**src/sv/tbc_pkg.sv**
```systemverilog
// Package for the teletraffic blocking calculator: widths, codes, state types
// and the request/response structs of the shared divider. Depends on nothing.
package tbc_pkg;

   localparam int FRAC_BITS   = 16;
   localparam int MAX_SERVERS = 1023;

   localparam int FUNC_W  = 2;
   localparam int CNT_W   = 10;
   localparam int TRF_W   = 32;
   localparam int RETRY_W = 16;
   localparam int PROB_W  = FRAC_BITS + 1;

   // shared multiplier: traffic-wide by probability-wide
   localparam int MUL_A_W = TRF_W;
   localparam int MUL_B_W = PROB_W;
   localparam int PROD_W  = MUL_A_W + MUL_B_W;
   localparam int AS_W    = PROD_W - FRAC_BITS;

   // shared divider
   localparam int NUM_W   = 60;
   localparam int DEN_W   = 50;
   localparam int QBITS   = PROB_W + 1;
   localparam int DSH_W   = DEN_W + QBITS - 1;
   localparam int DCNT_W  = $clog2(QBITS);

   localparam logic [PROB_W-1:0] ONE_Q = {1'b1, {FRAC_BITS{1'b0}}};

   typedef enum logic [FUNC_W-1:0] {
      FN_PLAIN_B  = 2'd0,
      FN_EXT_B    = 2'd1,
      FN_ERLANG_C = 2'd2,
      FN_TRUNKS   = 2'd3
   } func_type;

   typedef enum logic [3:0] {
      ST_IDLE,
      ST_MUL_AS,
      ST_LOAD_AS,
      ST_WAIT_R1,
      ST_MUL_P,
      ST_MUL_KD,
      ST_START_X,
      ST_WAIT_X,
      ST_STEP_END,
      ST_MUL_AB,
      ST_MUL_BN,
      ST_START_C,
      ST_WAIT_C
   } seq_state_type;

   typedef enum logic [1:0] {
      DV_IDLE,
      DV_RUN,
      DV_ROUND
   } div_state_type;

   typedef struct packed {
      logic             start;
      logic [NUM_W-1:0] num;
      logic [DEN_W-1:0] den;
   } div_req_type;

   typedef struct packed {
      logic              done;
      logic [PROB_W-1:0] quot;
   } div_rsp_type;

endpackage

```
**src/sv/tbc_div.sv**
```systemverilog
// Serial restoring divider: round-half-up of num*2^0/den, saturated at one.
// Depends on tbc_pkg.
module tbc_div (
   input  logic                clock,
   input  logic                reset,
   input  tbc_pkg::div_req_type req,
   output tbc_pkg::div_rsp_type rsp
);

   tbc_pkg::div_state_type state_ff, state_in;
   logic [tbc_pkg::NUM_W-1:0]  rem_ff, rem_in;
   logic [tbc_pkg::DSH_W-1:0]  dsh_ff, dsh_in;
   logic [tbc_pkg::DEN_W-1:0]  den_ff, den_in;
   logic [tbc_pkg::QBITS-1:0]  quo_ff, quo_in;
   logic [tbc_pkg::DCNT_W-1:0] cnt_ff, cnt_in;
   logic [tbc_pkg::PROB_W-1:0] quot_ff, quot_in;
   logic                       done_ff, done_in;

   logic                       fits;
   logic [tbc_pkg::DSH_W-1:0]  diff;
   logic                       round_up;
   logic [tbc_pkg::QBITS-1:0]  qsum;

   assign fits     = tbc_pkg::DSH_W'(rem_ff) >= dsh_ff;
   assign diff     = tbc_pkg::DSH_W'(rem_ff) - dsh_ff;
   assign round_up = {rem_ff, 1'b0} >= (tbc_pkg::NUM_W + 1)'(den_ff);
   assign qsum     = {1'b0, quo_ff[tbc_pkg::PROB_W-1:0]} + tbc_pkg::QBITS'(round_up);

   always_ff @(posedge clock) begin
      if (reset) begin
         state_ff <= tbc_pkg::DV_IDLE;
         done_ff  <= 1'b0;
      end else begin
         state_ff <= state_in;
         done_ff  <= done_in;
      end
      rem_ff  <= rem_in;
      dsh_ff  <= dsh_in;
      den_ff  <= den_in;
      quo_ff  <= quo_in;
      cnt_ff  <= cnt_in;
      quot_ff <= quot_in;
   end

   always_comb begin
      state_in = state_ff;
      rem_in   = rem_ff;
      dsh_in   = dsh_ff;
      den_in   = den_ff;
      quo_in   = quo_ff;
      cnt_in   = cnt_ff;
      quot_in  = quot_ff;
      done_in  = 1'b0;
      case (state_ff)
         tbc_pkg::DV_IDLE: begin
            if (req.start) begin
               rem_in   = req.num;
               den_in   = req.den;
               dsh_in   = {req.den, {(tbc_pkg::QBITS-1){1'b0}}};
               quo_in   = '0;
               cnt_in   = tbc_pkg::DCNT_W'(tbc_pkg::QBITS - 1);
               state_in = tbc_pkg::DV_RUN;
            end
         end
         tbc_pkg::DV_RUN: begin
            if (fits) begin
               rem_in = diff[tbc_pkg::NUM_W-1:0];
            end
            quo_in = {quo_ff[tbc_pkg::QBITS-2:0], fits};
            dsh_in = dsh_ff >> 1;
            if (cnt_ff == '0) begin
               state_in = tbc_pkg::DV_ROUND;
            end else begin
               cnt_in = cnt_ff - 1'b1;
            end
         end
         tbc_pkg::DV_ROUND: begin
            // top bit set means the quotient is already past one
            if (quo_ff[tbc_pkg::QBITS-1] || qsum > tbc_pkg::QBITS'(tbc_pkg::ONE_Q)) begin
               quot_in = tbc_pkg::ONE_Q;
            end else begin
               quot_in = qsum[tbc_pkg::PROB_W-1:0];
            end
            done_in  = 1'b1;
            state_in = tbc_pkg::DV_IDLE;
         end
         default: begin
            state_in = tbc_pkg::DV_IDLE;
         end
      endcase
   end

   assign rsp.done = done_ff;
   assign rsp.quot = quot_ff;

endmodule

```
**src/sv/teletraffic_blocking_calc.sv**
```systemverilog
// Sequence: n recursion steps, one divide each for Erlang B and the trunk search and
//   two for extended Erlang B (up to 1023 steps for the search), plus one more divide for Erlang C.
//   Special cases answer the cycle after the request is taken.
//   Each divide goes through the serial divider (18 quotient bits, then a rounding state).
// Throughput: one word at a time; the next request is taken once the response is taken.
// Reset: synchronous, active high; clears sequencer, divider and response valid.
module teletraffic_blocking_calc (
   input  logic                        clock,
   input  logic                        reset,
   input  logic                        req_valid,
   output logic                        req_ready,
   input  logic [tbc_pkg::FUNC_W-1:0]  req_func,
   input  logic [tbc_pkg::CNT_W-1:0]   req_server_count,
   input  logic [tbc_pkg::TRF_W-1:0]   req_traffic,
   input  logic [tbc_pkg::RETRY_W-1:0] req_retry_fraction,
   input  logic [tbc_pkg::PROB_W-1:0]  req_target_blocking,
   output logic                        rsp_valid,
   input  logic                        rsp_ready,
   output logic [tbc_pkg::PROB_W-1:0]  rsp_probability,
   output logic [tbc_pkg::CNT_W-1:0]   rsp_trunks,
   output logic                        rsp_error
);

   tbc_pkg::seq_state_type state_ff, state_in;
   tbc_pkg::func_type          func_ff, func_in;
   logic [tbc_pkg::CNT_W-1:0]   n_ff, n_in;
   logic [tbc_pkg::CNT_W-1:0]   k_ff, k_in;
   logic [tbc_pkg::TRF_W-1:0]   a_ff, a_in;
   logic [tbc_pkg::RETRY_W-1:0] retry_ff, retry_in;
   logic [tbc_pkg::PROB_W-1:0]  target_ff, target_in;
   logic [tbc_pkg::PROB_W-1:0]  s_ff, s_in;
   logic [tbc_pkg::PROB_W-1:0]  r1_ff, r1_in;
   logic [tbc_pkg::AS_W-1:0]    as_ff, as_in;
   logic [tbc_pkg::PROD_W-1:0]  prod_ff, prod_in;
   logic [tbc_pkg::DEN_W-1:0]   pos_ff, pos_in;

   logic                        rsp_valid_ff, rsp_valid_in;
   logic [tbc_pkg::PROB_W-1:0]  prob_ff, prob_in;
   logic [tbc_pkg::CNT_W-1:0]   trunks_ff, trunks_in;
   logic                        error_ff, error_in;

   logic [tbc_pkg::MUL_A_W-1:0] mul_a;
   logic [tbc_pkg::MUL_B_W-1:0] mul_b;
   logic [tbc_pkg::AS_W-1:0]    as_now;
   logic [tbc_pkg::PROB_W-1:0]  d_val;
   logic [tbc_pkg::DEN_W-1:0]   neg;
   logic                        accept;
   logic [tbc_pkg::CNT_W-1:0]   n_clamped;

   tbc_pkg::div_req_type div_req;
   tbc_pkg::div_rsp_type div_rsp;

   tbc_div u_div (
      .clock (clock),
      .reset (reset),
      .req   (div_req),
      .rsp   (div_rsp)
   );

   assign req_ready = (state_ff == tbc_pkg::ST_IDLE) && !rsp_valid_ff;
   assign accept    = req_valid && req_ready;
   assign n_clamped = (req_server_count > tbc_pkg::CNT_W'(tbc_pkg::MAX_SERVERS))
                      ? tbc_pkg::CNT_W'(tbc_pkg::MAX_SERVERS) : req_server_count;

   // (A*s) >> F straight off the product register
   assign as_now = prod_ff[tbc_pkg::PROD_W-1:tbc_pkg::FRAC_BITS];
   // 1 - r1*retry, product still in the register
   assign d_val  = tbc_pkg::ONE_Q - prod_ff[tbc_pkg::PROB_W+tbc_pkg::FRAC_BITS-2:tbc_pkg::FRAC_BITS];
   assign neg    = tbc_pkg::DEN_W'({a_ff, {tbc_pkg::FRAC_BITS{1'b0}}});

   // shared multiplier, registered every cycle
   assign prod_in = tbc_pkg::PROD_W'(mul_a) * tbc_pkg::PROD_W'(mul_b);

   always_ff @(posedge clock) begin
      if (reset) begin
         state_ff     <= tbc_pkg::ST_IDLE;
         rsp_valid_ff <= 1'b0;
      end else begin
         state_ff     <= state_in;
         rsp_valid_ff <= rsp_valid_in;
      end
      func_ff   <= func_in;
      n_ff      <= n_in;
      k_ff      <= k_in;
      a_ff      <= a_in;
      retry_ff  <= retry_in;
      target_ff <= target_in;
      s_ff      <= s_in;
      r1_ff     <= r1_in;
      as_ff     <= as_in;
      prod_ff   <= prod_in;
      pos_ff    <= pos_in;
      prob_ff   <= prob_in;
      trunks_ff <= trunks_in;
      error_ff  <= error_in;
   end

   always_comb begin
      state_in     = state_ff;
      func_in      = func_ff;
      n_in         = n_ff;
      k_in         = k_ff;
      a_in         = a_ff;
      retry_in     = retry_ff;
      target_in    = target_ff;
      s_in         = s_ff;
      r1_in        = r1_ff;
      as_in        = as_ff;
      pos_in       = pos_ff;
      prob_in      = prob_ff;
      trunks_in    = trunks_ff;
      error_in     = error_ff;
      rsp_valid_in = rsp_valid_ff;
      mul_a        = a_ff;
      mul_b        = s_ff;
      div_req      = '0;

      // drop the response word once taken
      if (rsp_valid_ff && rsp_ready) begin
         rsp_valid_in = 1'b0;
      end

      case (state_ff)
         tbc_pkg::ST_IDLE: begin
            if (accept) begin
               func_in   = tbc_pkg::func_type'(req_func);
               n_in      = n_clamped;
               a_in      = req_traffic;
               retry_in  = req_retry_fraction;
               target_in = req_target_blocking;
               s_in      = tbc_pkg::ONE_Q;
               k_in      = tbc_pkg::CNT_W'(1);
               prob_in   = '0;
               trunks_in = '0;
               error_in  = 1'b0;
               state_in  = tbc_pkg::ST_MUL_AS;
               case (tbc_pkg::func_type'(req_func))
                  tbc_pkg::FN_PLAIN_B, tbc_pkg::FN_EXT_B: begin
                     // zero traffic gives zero, zero servers gives one
                     if (req_traffic == '0) begin
                        rsp_valid_in = 1'b1;
                        state_in     = tbc_pkg::ST_IDLE;
                     end else if (n_clamped == '0) begin
                        prob_in      = tbc_pkg::ONE_Q;
                        rsp_valid_in = 1'b1;
                        state_in     = tbc_pkg::ST_IDLE;
                     end
                  end
                  tbc_pkg::FN_ERLANG_C: begin
                     if (n_clamped == '0) begin
                        error_in     = 1'b1;
                        rsp_valid_in = 1'b1;
                        state_in     = tbc_pkg::ST_IDLE;
                     end
                  end
                  default: begin
                  end
               endcase
            end
         end
         tbc_pkg::ST_MUL_AS: begin
            mul_a    = a_ff;
            mul_b    = s_ff;
            state_in = tbc_pkg::ST_LOAD_AS;
         end
         tbc_pkg::ST_LOAD_AS: begin
            as_in         = as_now;
            div_req.start = 1'b1;
            div_req.num   = tbc_pkg::NUM_W'({as_now, {tbc_pkg::FRAC_BITS{1'b0}}});
            div_req.den   = tbc_pkg::DEN_W'({k_ff, {tbc_pkg::FRAC_BITS{1'b0}}})
                            + tbc_pkg::DEN_W'(as_now);
            state_in      = tbc_pkg::ST_WAIT_R1;
         end
         tbc_pkg::ST_WAIT_R1: begin
            if (div_rsp.done) begin
               r1_in = div_rsp.quot;
               if (func_ff == tbc_pkg::FN_EXT_B) begin
                  state_in = tbc_pkg::ST_MUL_P;
               end else begin
                  s_in     = div_rsp.quot;
                  state_in = tbc_pkg::ST_STEP_END;
               end
            end
         end
         tbc_pkg::ST_MUL_P: begin
            mul_a    = tbc_pkg::MUL_A_W'(r1_ff);
            mul_b    = tbc_pkg::MUL_B_W'(retry_ff);
            state_in = tbc_pkg::ST_MUL_KD;
         end
         tbc_pkg::ST_MUL_KD: begin
            mul_a    = tbc_pkg::MUL_A_W'(k_ff);
            mul_b    = d_val;
            state_in = tbc_pkg::ST_START_X;
         end
         tbc_pkg::ST_START_X: begin
            div_req.start = 1'b1;
            div_req.num   = tbc_pkg::NUM_W'({as_ff, {tbc_pkg::FRAC_BITS{1'b0}}});
            div_req.den   = tbc_pkg::DEN_W'(prod_ff) + tbc_pkg::DEN_W'(as_ff);
            state_in      = tbc_pkg::ST_WAIT_X;
         end
         tbc_pkg::ST_WAIT_X: begin
            if (div_rsp.done) begin
               s_in     = div_rsp.quot;
               state_in = tbc_pkg::ST_STEP_END;
            end
         end
         tbc_pkg::ST_STEP_END: begin
            if (func_ff == tbc_pkg::FN_TRUNKS) begin
               if (s_ff <= target_ff) begin
                  prob_in      = s_ff;
                  trunks_in    = k_ff;
                  rsp_valid_in = 1'b1;
                  state_in     = tbc_pkg::ST_IDLE;
               end else if (k_ff == tbc_pkg::CNT_W'(tbc_pkg::MAX_SERVERS)) begin
                  error_in     = 1'b1;
                  rsp_valid_in = 1'b1;
                  state_in     = tbc_pkg::ST_IDLE;
               end else begin
                  k_in     = k_ff + 1'b1;
                  state_in = tbc_pkg::ST_MUL_AS;
               end
            end else if (k_ff == n_ff) begin
               if (func_ff == tbc_pkg::FN_ERLANG_C) begin
                  state_in = tbc_pkg::ST_MUL_AB;
               end else begin
                  prob_in      = s_ff;
                  rsp_valid_in = 1'b1;
                  state_in     = tbc_pkg::ST_IDLE;
               end
            end else begin
               k_in     = k_ff + 1'b1;
               state_in = tbc_pkg::ST_MUL_AS;
            end
         end
         tbc_pkg::ST_MUL_AB: begin
            // A*B with B the Erlang B result held in s
            mul_a    = a_ff;
            mul_b    = s_ff;
            state_in = tbc_pkg::ST_MUL_BN;
         end
         tbc_pkg::ST_MUL_BN: begin
            pos_in   = tbc_pkg::DEN_W'({n_ff, {(2*tbc_pkg::FRAC_BITS){1'b0}}})
                       + tbc_pkg::DEN_W'(prod_ff);
            mul_a    = tbc_pkg::MUL_A_W'(n_ff);
            mul_b    = s_ff;
            state_in = tbc_pkg::ST_START_C;
         end
         tbc_pkg::ST_START_C: begin
            // a denominator of zero or less is an error
            if (pos_ff <= neg) begin
               error_in     = 1'b1;
               rsp_valid_in = 1'b1;
               state_in     = tbc_pkg::ST_IDLE;
            end else begin
               div_req.start = 1'b1;
               div_req.num   = {prod_ff[tbc_pkg::NUM_W-2*tbc_pkg::FRAC_BITS-1:0],
                                {(2*tbc_pkg::FRAC_BITS){1'b0}}};
               div_req.den   = pos_ff - neg;
               state_in      = tbc_pkg::ST_WAIT_C;
            end
         end
         tbc_pkg::ST_WAIT_C: begin
            if (div_rsp.done) begin
               prob_in      = div_rsp.quot;
               rsp_valid_in = 1'b1;
               state_in     = tbc_pkg::ST_IDLE;
            end
         end
         default: begin
            state_in = tbc_pkg::ST_IDLE;
         end
      endcase
   end

   assign rsp_valid       = rsp_valid_ff;
   assign rsp_probability = prob_ff;
   assign rsp_trunks      = trunks_ff;
   assign rsp_error       = error_ff;

endmodule

```
**config.mk**
```make
export PLATFORM = sky130hd
export DESIGN_NAME = teletraffic_blocking_calc
export DESIGN_NICKNAME = d
export VERILOG_FILES = /design/src/sv/tbc_pkg.sv /design/src/sv/tbc_div.sv /design/src/sv/teletraffic_blocking_calc.sv
export SDC_FILE = /design/constraint.sdc
export NUM_CORES = 2
export LEC_CHECK = 0
export BUFFER_PORTS_ARGS = -buffer_cell sky130_fd_sc_hd__buf_2
export CORE_MARGIN = 4
export CORE_UTILIZATION = 65
export DETAILED_ROUTE_END_ITERATION = 10
export GPL_TIMING_DRIVEN = 0
export PLACE_DENSITY = 0.93
export SLEW_MARGIN = 20
export SYNTH_ARGS = -nofsm -noshare
export SYNTH_HDL_FRONTEND = slang
export SYNTH_SLANG_ARGS = --single-unit
```
**constraint.sdc**
```tcl
create_clock -name clock -period 10.35 [get_ports clock]
set_input_delay 2.07 -clock clock [delete_from_list [all_inputs] [get_ports clock]]
set_output_delay 2.07 -clock clock [all_outputs]
set_load 0.1 [all_outputs]
```
Yosys cells after proc, flatten, opt, wreduce, memory -nomap -nowiden

Cells that the tools add are included.

Bits in registers: 506
Input port bits: 81

Add/sub/neg operators: 9
Multiply operators: 1
$lt $le $gt $ge: 6
Equality and inequality tests: 41
Multiplexer cells: 79
Reduce and logical (&&, ||, !) cells: 30

Operator list:

| cell                                 | count |
|---|---|
| one-hot mux 111 bit (3 select lines) | 1 |
| 2-to-1 mux 17 bit                    | 12 |
| one-hot mux 67 bit (2 select lines)  | 1 |
| 2-to-1 mux 60 bit                    | 2 |
| one-hot mux 60 bit (2 select lines)  | 1 |
| 2-to-1 mux 111 bit                   | 1 |
| one-hot mux 17 bit (3 select lines)  | 2 |
| one-hot mux 32 bit (3 select lines)  | 1 |
| 2-to-1 mux 10 bit                    | 9 |
| >= comparator 60 x 67 -> 1 bit       | 1 |
| 2-to-1 mux 67 bit                    | 1 |
| >= comparator 61 x 50 -> 1 bit       | 1 |
| subtractor 60 bit                    | 1 |
| one-hot mux 4 bit (13 select lines)  | 1 |
| adder 42 x 49 -> 50 bit              | 1 |
| adder 49 x 33 -> 50 bit              | 1 |
| <= comparator 50 x 48 -> 1 bit       | 1 |
| subtractor 50 x 48 -> 50 bit         | 1 |
| multiplier 32 x 17 -> 49 bit         | 1 |
| one-hot mux 10 bit (2 select lines)  | 2 |
| 2-to-1 mux 4 bit                     | 9 |
| one-hot mux 18 bit (2 select lines)  | 1 |
| adder 26 x 33 -> 34 bit              | 1 |
| one-hot mux 17 bit (2 select lines)  | 1 |
| 43 further kinds                     | 112 |

Logic depth before layout (Yosys ltp)

Word-level depth: 8
Mapped depth: 33

Hierarchy

From an unflattened synthesis, not the netlist that was laid out.

Cell total of the unflattened synthesis: 5090
Area, all modules: 47357.9 um^2

Modules (own cells, without submodules):

| module                    | times used | cells an instance | area each (um^2) | seq. area each (um^2) |
|---|---|---|---|---|
| teletraffic_blocking_calc | 1          | 3709              | 33848.7          | 8047.7 |
| tbc_div                   | 1          | 1381              | 13509.2          | 6576.3 |

Worst setup path after synthesis

Ideal clock, no wire load.

Path kind: flip-flop to flip-flop
From: reg state_ff[1]
To: reg prod_ff[48] in the netlist's numbering
Library setup time: 0.072 ns
Arrival time: 8.999 ns
Required time: 10.278 ns
Setup slack: 1.279 ns
Stages on the path, launching flop included: 29
Path through: dfxtp_1 > clkbuf_1 > nor2b_1 > nand2_1 > nor2_1 > clkbuf_1 > clkbuf_1 > o211ai_1 > nand2_1 > fa_1 > inv_1 > fa_1 > ha_1 > fa_1 > fa_1 > inv_1 > fa_1 > inv_1 > ha_1 > and4_1 > nand3_1 > nor3b_1 > a311o_1 > a21oi_1 > o21ai_0 > a211oi_1 > o31ai_1 > a21oi_1 > xnor2_1

Word-level cells in the longest chain between the ends: 3
Elaborated cells on any way between the ends: 6
Those cells by class: 1 x mul; 3 x eq/ne; 2 x mux

Ends and longest elaborated chain:

| element                                                                                    | line                             | RTL |
|---|---|---|
| start, declared                                                                            | teletraffic_blocking_calc.sv:24  | `tbc_pkg::seq_state_type state_ff, state_in;` |
| start signal, assigned                                                                     | teletraffic_blocking_calc.sv:76  | `state_ff <= tbc_pkg::ST_IDLE;` |
| start signal, assigned                                                                     | teletraffic_blocking_calc.sv:79  | `state_ff <= state_in;` |
| equality test 4 bit or equality test 4 x 3 -> 1 bit (tied branches)                        | teletraffic_blocking_calc.sv:123 | `case (state_ff)` |
| one-hot mux 32 bit (3 select lines) or one-hot mux 17 bit (2 select lines) (tied branches) | teletraffic_blocking_calc.sv:123 |  |
| multiplier 32 x 17 -> 49 bit (*)                                                           | teletraffic_blocking_calc.sv:72  | `assign prod_in = tbc_pkg::PROD_W'(mul_a) * tbc_pkg::PROD_W'(mul_b);` |
| via prod_in, one bit                                                                       | teletraffic_blocking_calc.sv:34  | `logic [tbc_pkg::PROD_W-1:0] prod_ff, prod_in;` |
| end signal, assigned                                                                       | teletraffic_blocking_calc.sv:91  | `prod_ff <= prod_in;` |
| end, declared                                                                              | teletraffic_blocking_calc.sv:34  |  |

Mark *: on every way through the listed nets, which the timed path passes. The rest lies on a longest branch.
A chain may end at the register's enable or synchronous reset.

Worst setup path after layout

From: reg prod_ff[27] in the netlist's numbering
To: reg prod_ff[48] in the netlist's numbering

Word-level cells in the longest chain between the ends: 3

Ends and longest elaborated chain:

| element                             | line                             | RTL |
|---|---|---|
| subtractor 17 x 16 -> 17 bit        | teletraffic_blocking_calc.sv:68  | `assign d_val = tbc_pkg::ONE_Q - prod_ff[tbc_pkg::PROB_W+tbc_pkg::FRAC_BITS-2:tbc_pkg::FRAC_BITS];` |
| one-hot mux 17 bit (2 select lines) | teletraffic_blocking_calc.sv:123 |  |
| multiplier 32 x 17 -> 49 bit        | teletraffic_blocking_calc.sv:72  |  |
| via prod_in, one bit                | teletraffic_blocking_calc.sv:34  |  |

The timed path passes the listed nets, and every way through them passes these cells.

==> results.cfg <==
[floorplanning]
start_util_pct = 65.78
core_area_um2 = 71730
dieWidth_um = 277.4
io_pins = 111
die_area_um2 = 76960
rows = 98
dieHeight_um = 277.4

[place]
globalplace.congestion = 1.078
portBuffers = 110
post-dp-hpwl_mm = 134.0
dp_cells = 6102

[worst_setup_path]
cp_top_family = adder cells
startpoint_type = flop
path_class = flop to flop
crit_buf_inv = 4
cpMostUsedCell = fa_1
worstPathRequired_ns = 10.86
arrival_ns = 10.88
cp-end-kind = flop
startpoint = prod_ff[27]
crit-reg2reg-launch = prod_ff[27]
cp_max_fo = 10
crit_slowest_cell = or4_1
cpPeakStageDelay_ns = 0.81

[clock_network]
clock-root-buffer = clkbuf_16
cts_sinks = 506
clock_path_buffers = 3
path_clk_slew_ns = 0.07
cts_tree = done
ctsHoldBuffers = 0
clk_latency_ns = 0.68
htree_levels = 2
cts_setup_buffers = 0
numCtsBuffers = 58

[routing]
wirelength_mm = 169.4
viasPerCell = 6.580
wire_per_inst_um = 27.25
drtIter0Drc = 5439
drcViolationCount = 0
route.vias.total = 40917
ant_nets = 0
firstDrtPassIters = 9

[synth]
synth-seq-cells = 506
async_flop_share_pct = 0
netlist_instances = 5017
synthTopCellsByArea = edfxtp_1, fa_1, ha_1
synth_top_cell_area_share_pct = 28.58
synth_seq_area_share_pct = 31.00
syn_nets = 5891
yosysMostFrequentCell = inv_1
yosysTopAreaCell = edfxtp_1
yosys_warnings = 0
synth.avg_cell_area_um2 = 9.404
synth.distinct_cells = 79
synth_edf_count = 449
synthFlopType = edfxtp_1
synth_area_um2 = 47180
synth_common_cells = inv_1, nand2_1, fa_1

[min_path]
min-delay-start = prod_ff[43]
hp-class = flop to flop

[outcome]
violations = setup timing
status = finished, violations left

[sta]
period_share_pct = 100.2
slew-limit-headroom_pct = 15.42
max_freq_mhz = 96.38
setup_viol = 1
fin_worst_hold_slack_ns = 0.5213
period_needed_ns = 10.38
tightestPinTransition_ns = 1.259
slew_viol_final = 0
finClkSkew_ns = 0.06085
layout_setup_ws_ns = -0.02518
hold_viol = 0

[global_route]
grt_use_total_pct = 43.54
grt-ovfl-total = 0
antenna_found_initial = 14
grt_pass1_vias = 40771
grt_max_degree = 45
grt_pass1_wl_mm = 251.5

[finish]
area_delta_synth_final_pct = 8.990
finalNonFillerCells = 6218
nets = 6084
fill_cells = 5270
drive_gt1_share_pct = 6.446

[run]
cap_viol_max_count = 0
area by class of cell:
class	instances	area [um^2]	area share, %
repair buffers	135	919.6	1.788
inverters	794	2980	5.796
well taps	950	1189	2.311
plain buffers	227	902.1	1.754
clock buffers	64	1495	2.908
diodes	9	22.52	0.04380
multi-input cells	3488	28860	56.12
flip-flops and latches	506	14620	28.44
clock inverters	45	434.2	0.8443
registers in the layout, indices dropped and copies added (netlist names), 17 cells and up:
register,count
s_ff,17
as_ff,33
u_div.quot_ff,17
u_div.rem_ff,60
prod_ff,49
pos_ff,50
u_div.dsh_ff,67
target_ff,17
a_ff,32
u_div.den_ff,50
r1_ff,17
rsp_probability,17
u_div.quo_ff,18
timing repair:
| item | in CTS | in global routing |
|---|---|---|
| gates cloned | 0 | 0 |
| endpoints found under the setup margin | 11 | 6 |
| pin swaps | 0 | 0 |
| resized for setup | 24 | 31 |
path summary, 6_finish.rpt:
kind	end	slack (ns)	depth (start not counted)
setup reg to reg	prod_ff[48]	-0.03	27
setup / recovery	prod_ff[48]	-0.03	27
hold reg to reg	as_ff[27]	0.52	0
hold / removal	as_ff[27]	0.52	0
routing by layer:
layer,vias to the layer above,wire [um],track usage [%]
met2,3128,74490,67.87
met3,872,20900,8.988
met1,19633,57470,54.25
met5,-,42,0
li1,17278,-,-
met4,6,16540,31.52
cell usage in the layout (no fill, tap or decap), types with 21 or more instances in the layout:
cell / synthesis / layout
ha_1: 339 / 339
and3_1: 27 / 27
a21oi_1: 253 / 243
nand2b_1: 43 / 43
nor4_1: 41 / 41
clkbuf_2: 0 / 21
o22ai_1: 45 / 45
nand2_1: 587 / 587
nor3_1: 60 / 55
a211oi_1: 23 / 21
xor2_1: 99 / 99
o21a_1: 26 / 26
xnor2_1: 135 / 134
nor2_1: 426 / 422
a31oi_1: 31 / 31
fa_1: 454 / 454
o21bai_1: 35 / 34
inv_1: 793 / 793
edfxtp_1: 449 / 449
a222oi_1: 21 / 21
mux2i_1: 27 / 27
nand4_1: 67 / 67
dfxtp_1: 57 / 57
nand3_1: 60 / 60
clkbuf_16: 0 / 59
and2_1: 71 / 71
buf_2: 10 / 124
mux2_2: 21 / 21
o211ai_1: 25 / 25
o21ai_0: 146 / 143
a21o_1: 127 / 127
clkbuf_1: 197 / 177
nor2b_1: 37 / 36
a22oi_1: 50 / 50
metrics by stage:
stage          setup TNS, ns  area (um^2)  worst slack [ns]  util [%]
6_report            -0.02518        51420          -0.02518     71.69
5_1_grt             -0.05791        51410          -0.05791     71.67
4_1_cts                    0        51380            0.1009     71.62
3_5_place_dp          -3.194        49390           -0.6174     68.86
3_3_place_gp         -124.18        48920            -2.531     68.20
2_1_floorplan              0        47180             1.279         -
logic make-up (layout without fill, tap and decap cells):
group | after synthesis | in the layout | synth area share [%]
xor gates and xnor gates | 234 | 234 | 4.344
muxes | 48 | 48 | 1.074
and+or+nand+nor | 1475 | 1475 | 14.00
DFF | 506 | 506 | 31.00
other | 0 | 9 | 0
adders and majority gates | 793 | 793 | 28.25
AOI/OAI and AO/OA | 938 | 938 | 13.17
buffers and inverters | 1023 | 1265 | 8.165
Power is not shown: default switching activity piles up to over one toggle a cycle in this logic, so the estimate is an artifact.
